==> src/rtl/fbss_pkg.sv <==
// ----------------------------------------------------------------------------
// fbss_pkg
// Shared types and constants of the framebuffer scroll/sprite unit.
// ----------------------------------------------------------------------------
package fbss_pkg;

    // command codes carried in s_axis_tuser
    typedef enum logic [2:0] {
        REQ_SCROLL_RIGHT = 3'd0,
        REQ_SCROLL_LEFT  = 3'd1,
        REQ_SCROLL_DOWN  = 3'd2,
        REQ_LORES        = 3'd3,
        REQ_HIRES        = 3'd4,
        REQ_DRAW         = 3'd5,
        REQ_READ         = 3'd6
    } req_t;

    // row datapath operations
    typedef enum logic [1:0] {
        ALU_PASS = 2'd0,
        ALU_SHR  = 2'd1,
        ALU_SHL  = 2'd2,
        ALU_DRAW = 2'd3
    } alu_op_t;

    typedef struct packed {
        alu_op_t op;
        logic    hires;
    } alu_ctrl_t;

    // horizontal scroll distance in pixels
    localparam int SCROLL_STEP = 4;

    // stream widths
    localparam int S_TDATA_W = 48;
    localparam int S_TUSER_W = 3;
    localparam int M_TDATA_W = 72;
    localparam int WORD_W    = 64;

endpackage

==> src/rtl/fbss_row_alu.sv <==
// ----------------------------------------------------------------------------
// fbss_row_alu
// Row datapath: horizontal scroll, XOR sprite placement with collision, pass.
// ----------------------------------------------------------------------------
module fbss_row_alu #(
    parameter int HI_WIDTH    = 128,
    parameter int SPRITE_SIZE = 16
) (
    input  fbss_pkg::alu_ctrl_t          ctrl,
    input  logic [HI_WIDTH-1:0]          old_row,
    input  logic [$clog2(HI_WIDTH)-1:0]  x_pos,
    input  logic [SPRITE_SIZE-1:0]       sprite,
    output logic [HI_WIDTH-1:0]          new_row,
    output logic                         hit
);

    // pixel c sits at bit HI_WIDTH-1-c; low-res keeps only the left half
    localparam logic [HI_WIDTH-1:0] LO_MASK =
        {{(HI_WIDTH/2){1'b1}}, {(HI_WIDTH-HI_WIDTH/2){1'b0}}};

    logic [HI_WIDTH-1:0]             region_mask;
    logic [HI_WIDTH+SPRITE_SIZE-1:0] sprite_wide;
    logic [HI_WIDTH-1:0]             sprite_row;

    assign region_mask = ctrl.hires ? {HI_WIDTH{1'b1}} : LO_MASK;
    // pixels pushed past the right edge fall into the low SPRITE_SIZE bits
    assign sprite_wide = {sprite, {HI_WIDTH{1'b0}}} >> x_pos;
    assign sprite_row  = sprite_wide[HI_WIDTH+SPRITE_SIZE-1:SPRITE_SIZE] & region_mask;

    always_comb begin
        new_row = old_row;
        hit     = 1'b0;
        case (ctrl.op)
            fbss_pkg::ALU_SHR:  new_row = (old_row >> fbss_pkg::SCROLL_STEP) & region_mask;
            fbss_pkg::ALU_SHL:  new_row = (old_row << fbss_pkg::SCROLL_STEP) & region_mask;
            fbss_pkg::ALU_DRAW: begin
                new_row = old_row ^ sprite_row;
                hit     = |(old_row & sprite_row);
            end
            default:            new_row = old_row;
        endcase
    end

endmodule
==> config.mk <==
export PLATFORM = sky130hd
export DESIGN_NAME = fbss_row_alu
export DESIGN_NICKNAME = d
export VERILOG_FILES = /design/src/rtl/fbss_pkg.sv /design/src/rtl/fbss_row_alu.sv
export SDC_FILE = /design/constraint.sdc
export NUM_CORES = 1
export LEC_CHECK = 0
export BUFFER_PORTS_ARGS = -buffer_cell sky130_fd_sc_hd__buf_2
export CAP_MARGIN = 0
export CORE_MARGIN = 3
export CORE_UTILIZATION = 31
export DETAILED_ROUTE_END_ITERATION = 8
export PLACE_DENSITY = 0.58
export SLEW_MARGIN = 20
export SYNTH_ARGS = -nofsm -noshare
export SYNTH_HDL_FRONTEND = slang
export SYNTH_SLANG_ARGS = --single-unit
==> constraint.sdc <==
create_clock -name vclk -period 7.51
set_clock_uncertainty 0.2 [all_clocks]
set_input_delay 1.8775 -clock vclk [all_inputs]
set_output_delay 1.8775 -clock vclk [all_outputs]
set_load 0.02 [all_outputs]
==> results of run 1 <==
[layer usage]
layer	track usage	vias to the layer above	share of wire
met5	0	-	0
met1	0.414	4884	0.44
met4	0.0473	0	0.020
li1	-	4546	-
met3	0.0275	59	0.074
met2	0.486	562	0.47
[Yosys cell counts (all sizes together) (2+ instances only)]
cell type / number
nor2: 182
nand2: 147
ha: 128
a21oi: 95
mux4: 77
a221oi: 61
clkbuf: 54
buf: 38
nor4: 34
o21ai: 29
a22oi: 24
mux2: 15
nor3: 15
o211ai: 14
mux2i: 9
a32oi: 8
nand3: 8
nand4: 8
nor2b: 7
a22o: 6
and2: 6
and3: 6
o31ai: 5
inv: 4
nand2b: 4
o22ai: 4
a221o: 3
a32o: 3
or2: 3
a211oi: 2
a31oi: 2
nand3b: 2
nor3b: 2
[power breakdown]
group | switching [W] | internal (W)
clock network | 0 | 0
registers | 0 | 0
logic | 0.000484 | 0.000314
[tightest hold or removal path: stages]
cell and delay (ns):
buf_2 0.11, nor2_1 0.05, nor2_1 0.07, buf_2 0.17
[cell families (layout without fill, tap and decap cells)]
kind of cell    count (synthesis)  in the layout  synth area share
simple gates                  428            428             0.239
compound gates                261            261             0.233
fa+ha+maj                     128            128             0.207
mux                           101            101             0.264
buf+inv                        97            392            0.0575
[placed cells by master, fill, tap and decap left out, drive strengths merged, types with 9 or more instances in the layout]
cell type,count
nor4,34
a21oi,95
nor2,182
ha,128
nor3,15
mux2i,9
o21ai,29
a221oi,61
mux4,77
o211ai,14
nand2,147
a22oi,24
buf,388
mux2,15
[area by class of cell]
type	count	area share
inverters	4	0.00148
well taps	324	0.0400
multi-input cells	918	0.730
repair buffers	388	0.228
[per-stage QoR]
stage          hold WS [ns]   util
3_5_place_dp           3.95  0.408
4_1_cts                3.95  0.411
5_1_grt                3.98  0.415
3_3_place_gp           3.95  0.408
2_1_floorplan          3.73      -
6_report               3.95  0.415
[what timing repair did]
action,in CTS,in global routing
pin swaps,1,7
hold endpoints to repair,0,0
setup endpoints to repair,1,1
setup buffers,1,6
gates resized for setup,10,11
[how the worst max path moves through the flow]
stage | start | endpoint | slack (ns) | cells after the start
final | x_pos[0] | hit | 0.09 | 13
after global routing | x_pos[0] | hit | 0.0006 | 12
after CTS | x_pos[0] | hit | 0.003 | 13
after detailed placement | x_pos[0] | hit | -0.73 | 13
after global placement | x_pos[0] | hit | -0.84 | 13
after floorplan | x_pos[0] | hit | 0.98 | 11
==> out/qor.csv, run 1 <==
stage,metric,value,unit
yosys,syn avg cell area,7.61,um2
cells_and_area,synthesis-to-finish area growth,31.2,%
place,DP Worst Slack,-0.729,ns
yosys,Post-Syn Instances,1015,
sta,"Hold Violations, Final",0,
sta,setup TNS,0,ns
worst_setup_path,CP top delay family,multiplexers,
detailed_routing,DR DRC count,0,
outcome,run status,completed,
floorplan,die area,26800,um2
floorplan,Die X,164,um
sta,RSZ-0062 raised after global routing,false,
sta,Final Max Slew Viols,0,
min_path,hold path endpoint,new_row[5],
cells_and_area,post-route cell area,10100,um2
min_path,Hold Crit Start,old_row[5],
cells_and_area,Seq. cell area,0,um2
sta,final worst slack,0.0860,ns
worst_setup_path,Startpoint Class,primary input,
floorplan,starting density of the core,0.317,
job,maxcap violations,0,
place,cell count after placement,1627,
cells_and_area,share of post-route cells with drive strength above 1,0.380,
power,final total power,0.000798,W
place,HPWL Detailed,32.9,mm
cells_and_area,Nets,1594,
global_routing,first-pass GRT wire length,60.7,mm
global_routing,GR Util All Layers,0.291,
yosys,"top cells by area, synth","ha_1 21%, mux4_2 21%, nor2_1 8.8%",
global_routing,grt ovf,0,
cells_and_area,area of the multi-input gates,7400,um2
worst_setup_path,CP bufs+invs,4,
detailed_routing,via count,10051,
worst_setup_path,element type at the critical path end,output port,
yosys,Syn Nets,1297,
power,worst vdd ir,0.0000313,V
worst_setup_path,arrival time at the worst endpoint,5.35,ns
yosys,synth warn,0,
cells_and_area,FF+latch count,0,
yosys,post-synthesis instance area,7720,um2
sta,slew margin rel.,0.396,
floorplan,Core Rows,57,
min_path,Hold/Removal Path Class,primary input to output port,
place,dpl cell area,9940,um2
sta,Worst-Margin Slew,0.906,ns
detailed_routing,vias per cell,6.15,
sta,Fmax achieved,0.135,GHz
worst_setup_path,crit-path max FO,16,
sta,endpoints failing setup,0,
yosys,sequential-to-total area share from yosys stat,0,
min_path,WHS Path Cells,4,
global_routing,initial antenna violation count,0,
power,power per standard cell area,78.8,nW/um2
detailed_routing,ANT nets after route,0,
place,number of port buffers,283,
floorplan,die height,164,um
detailed_routing,first drt pass iteration count,9,
floorplan,Core Region,24400,um2
clock_network,# hold bufs at CTS,0,
cells_and_area,clkbuf count,0,
place,gp weighted congestion,1.07,
yosys,Yosys top cell area share,0.207,
cells_and_area,Finished Layout Cells,1634,
detailed_routing,Post-Route WL,40.8,mm
yosys,Synth cell types,58,
cells_and_area,# fillers,2597,
global_routing,largest net degree at the start of global routing,93,
worst_setup_path,"Cell Chain, Critical Path",buf_8 > mux4_1 > mux2_2 > a32oi_1 > buf_4 > a21oi_1 > ha_1 > nor4_4 > nand4_1 > nor4_4 > buf_4 > a21boi_0 > buf_2,
worst_setup_path,Crit-path slowest cell,mux4_1,
sta,crit share post-route,0.989,
power,Leak,4.71,nW
global_routing,vias in the first global route,9638,
floorplan,number of I/O pins,283,
sta,Final min period,7.42,ns
detailed_routing,WL/cell,25.0,um
worst_setup_path,Crit path required time,5.43,ns
worst_setup_path,crit path kind,primary input to output port,
detailed_routing,DR iter-0 viols,1046,
yosys,cell taking the most area after synthesis,ha_1,
worst_setup_path,slowest cell delay on critical path,0.63,ns
cells_and_area,ant diodes,0,
(Power assumes the default switching activity.)
==> run 2, diff against run 1 <==
--- a/config.mk
+++ b/config.mk
@@ -5,6 +5,7 @@
 export SDC_FILE = /design/constraint.sdc
 export NUM_CORES = 1
 export LEC_CHECK = 0
+export ABC_CLOCK_PERIOD_IN_PS = 7250
 export BUFFER_PORTS_ARGS = -buffer_cell sky130_fd_sc_hd__buf_2
 export CAP_MARGIN = 0
 export CORE_MARGIN = 3
==> constraint.sdc (replaced) <==
create_clock -name vclk -period 7.25
set_clock_uncertainty 0.2 [all_clocks]
set_input_delay 1.8125 -clock vclk [all_inputs]
set_output_delay 1.8125 -clock vclk [all_outputs]
set_load 0.02 [all_outputs]
==> out/qor.csv, run 2 (synthesized netlist as in run 1, its figures left out) <==
stage,metric,value,unit
outcome,run status,completed,
cells_and_area,clkbuf count,0,
worst_setup_path,CP top delay family,multiplexers,
detailed_routing,Met2 Routed Length,19.0,mm
sta,Fmax achieved,0.140,GHz
floorplan,die height,164,um
detailed_routing,WL/cell,25.0,um
worst_setup_path,slowest cell delay on critical path,0.54,ns
cells_and_area,most frequent cells in the layout,"280 x buf_2, 182 x nor2_1, 147 x nand2_1, 128 x ha_1, 104 x buf_4",
floorplan,number of I/O pins,283,
cells_and_area,"most common cell after layout, fill and taps aside",buf_2,
detailed_routing,metal3 WL,3.28,mm
worst_setup_path,Startpoint Class,primary input,
detailed_routing,post-route met1 wirelength,17.6,mm
floorplan,Core Rows,57,
place,dpl cell area,10000,um2
worst_setup_path,element type at the critical path end,output port,
sta,endpoints failing setup,0,
cells_and_area,Finished Layout Cells,1638,
cells_and_area,share of post-route cells with drive strength above 1,0.381,
detailed_routing,ANT nets after route,0,
clock_network,# hold bufs at CTS,0,
floorplan,starting density of the core,0.317,
sta,setup TNS,0,ns
cells_and_area,ant diodes,0,
cells_and_area,fin util,0.415,
power,power per standard cell area,82.1,nW/um2
floorplan,die area,26800,um2
worst_setup_path,"Cell Chain, Critical Path",buf_12 > buf_4 > mux4_2 > mux4_2 > a32oi_4 > nor2_1 > ha_1 > nor4_4 > nand4_1 > nor4_4 > buf_4 > a21boi_0 > buf_2,
global_routing,grt ovf,0,
global_routing,GR Util All Layers,0.289,
detailed_routing,vias per cell,6.21,
job,maxcap violations,0,
place,HPWL Detailed,32.9,mm
global_routing,largest net degree at the start of global routing,131,
detailed_routing,highest layer used for signal routing,met4,
cells_and_area,Nets,1598,
worst_setup_path,arrival time at the worst endpoint,5.15,ns
detailed_routing,DR DRC count,0,
sta,Final min period,7.16,ns
floorplan,Die X,164,um
sta,slew margin rel.,0.302,
place,gp weighted congestion,1.06,
global_routing,initial antenna violation count,0,
sta,"Hold Violations, Final",0,
detailed_routing,first drt pass iteration count,6,
global_routing,vias in the first global route,9612,
worst_setup_path,crit path kind,primary input to output port,
power,worst vdd ir,0.0000487,V
detailed_routing,via count,10165,
power,Leak,4.73,nW
worst_setup_path,crit-path max FO,16,
place,cell count after placement,1636,
worst_setup_path,CP bufs+invs,4,
sta,Worst-Margin Slew,1.05,ns
min_path,Hold Crit Start,old_row[4],
worst_setup_path,Crit path required time,5.24,ns
cells_and_area,post-route cell area,10100,um2
cells_and_area,Seq. cell area,0,um2
floorplan,Core Region,24400,um2
detailed_routing,DR iter-0 viols,1171,
cells_and_area,FF+latch count,0,
worst_setup_path,Crit-path slowest cell,mux4_2,
cells_and_area,synthesis-to-finish area growth,30.9,%
sta,Final Max Slew Viols,0,
place,number of port buffers,283,
sta,crit share post-route,0.988,
detailed_routing,Post-Route WL,41.0,mm
worst_setup_path,CP startpoint,x_pos[0],
min_path,Hold/Removal Path Class,primary input to output port,
global_routing,first-pass GRT wire length,60.4,mm
## run 2: tightest hold or removal path: stages
cell and delay (ns):
buf_2 0.11, nor2_1 0.05, nor2_1 0.07, buf_2 0.16
## run 2: power by group
group          switching, W  leakage [nW]  internal (W)
Combinational      0.000502          4.73      0.000328
Sequential                0             0             0
Clock                     0             0             0
Total              0.000502          4.73      0.000328
## run 2: layout make-up
class / count / area [um2]
fill: 2642 / 14300
multi-input combinational: 918 / 7370
tap: 324 / 405
inverter: 4 / 15.0
timing repair buffer: 392 / 2320
## run 2: metal layers
| metal | track usage | up-vias |
|---|---|---|
| met5 | 0 | - |
| met3 | 0.0182 | 67 |
| met1 | 0.417 | 4946 |
| li1 | - | 4560 |
| met2 | 0.478 | 592 |
| met4 | 0.0569 | 0 |
## run 2: per-stage QoR
stage / setup WS (ns) / total power [W] / hold WS [ns]
2_1_floorplan: 0.846 / 0.000449 / 3.60
6_report: 0.0889 / 0.000830 / 3.82
4_1_cts: 0.00883 / 0.000815 / 3.82
5_1_grt: -0.0214 / 0.000880 / 3.84
3_5_place_dp: -0.708 / 0.000803 / 3.82
3_3_place_gp: -0.770 / 0.000805 / 3.82
## run 2: repair_timing
action | 4_1_cts | 5_1_grt
gates cloned | 0 | 0
gates resized for setup | 10 | 6
endpoints found under the setup margin | 1 | 1
pin swaps | 4 | 5
buffers inserted | 1 | 1
## run 2: final timing paths
check / end / cells after the start
setup / recovery: hit / 13
hold / removal: new_row[4] / 4
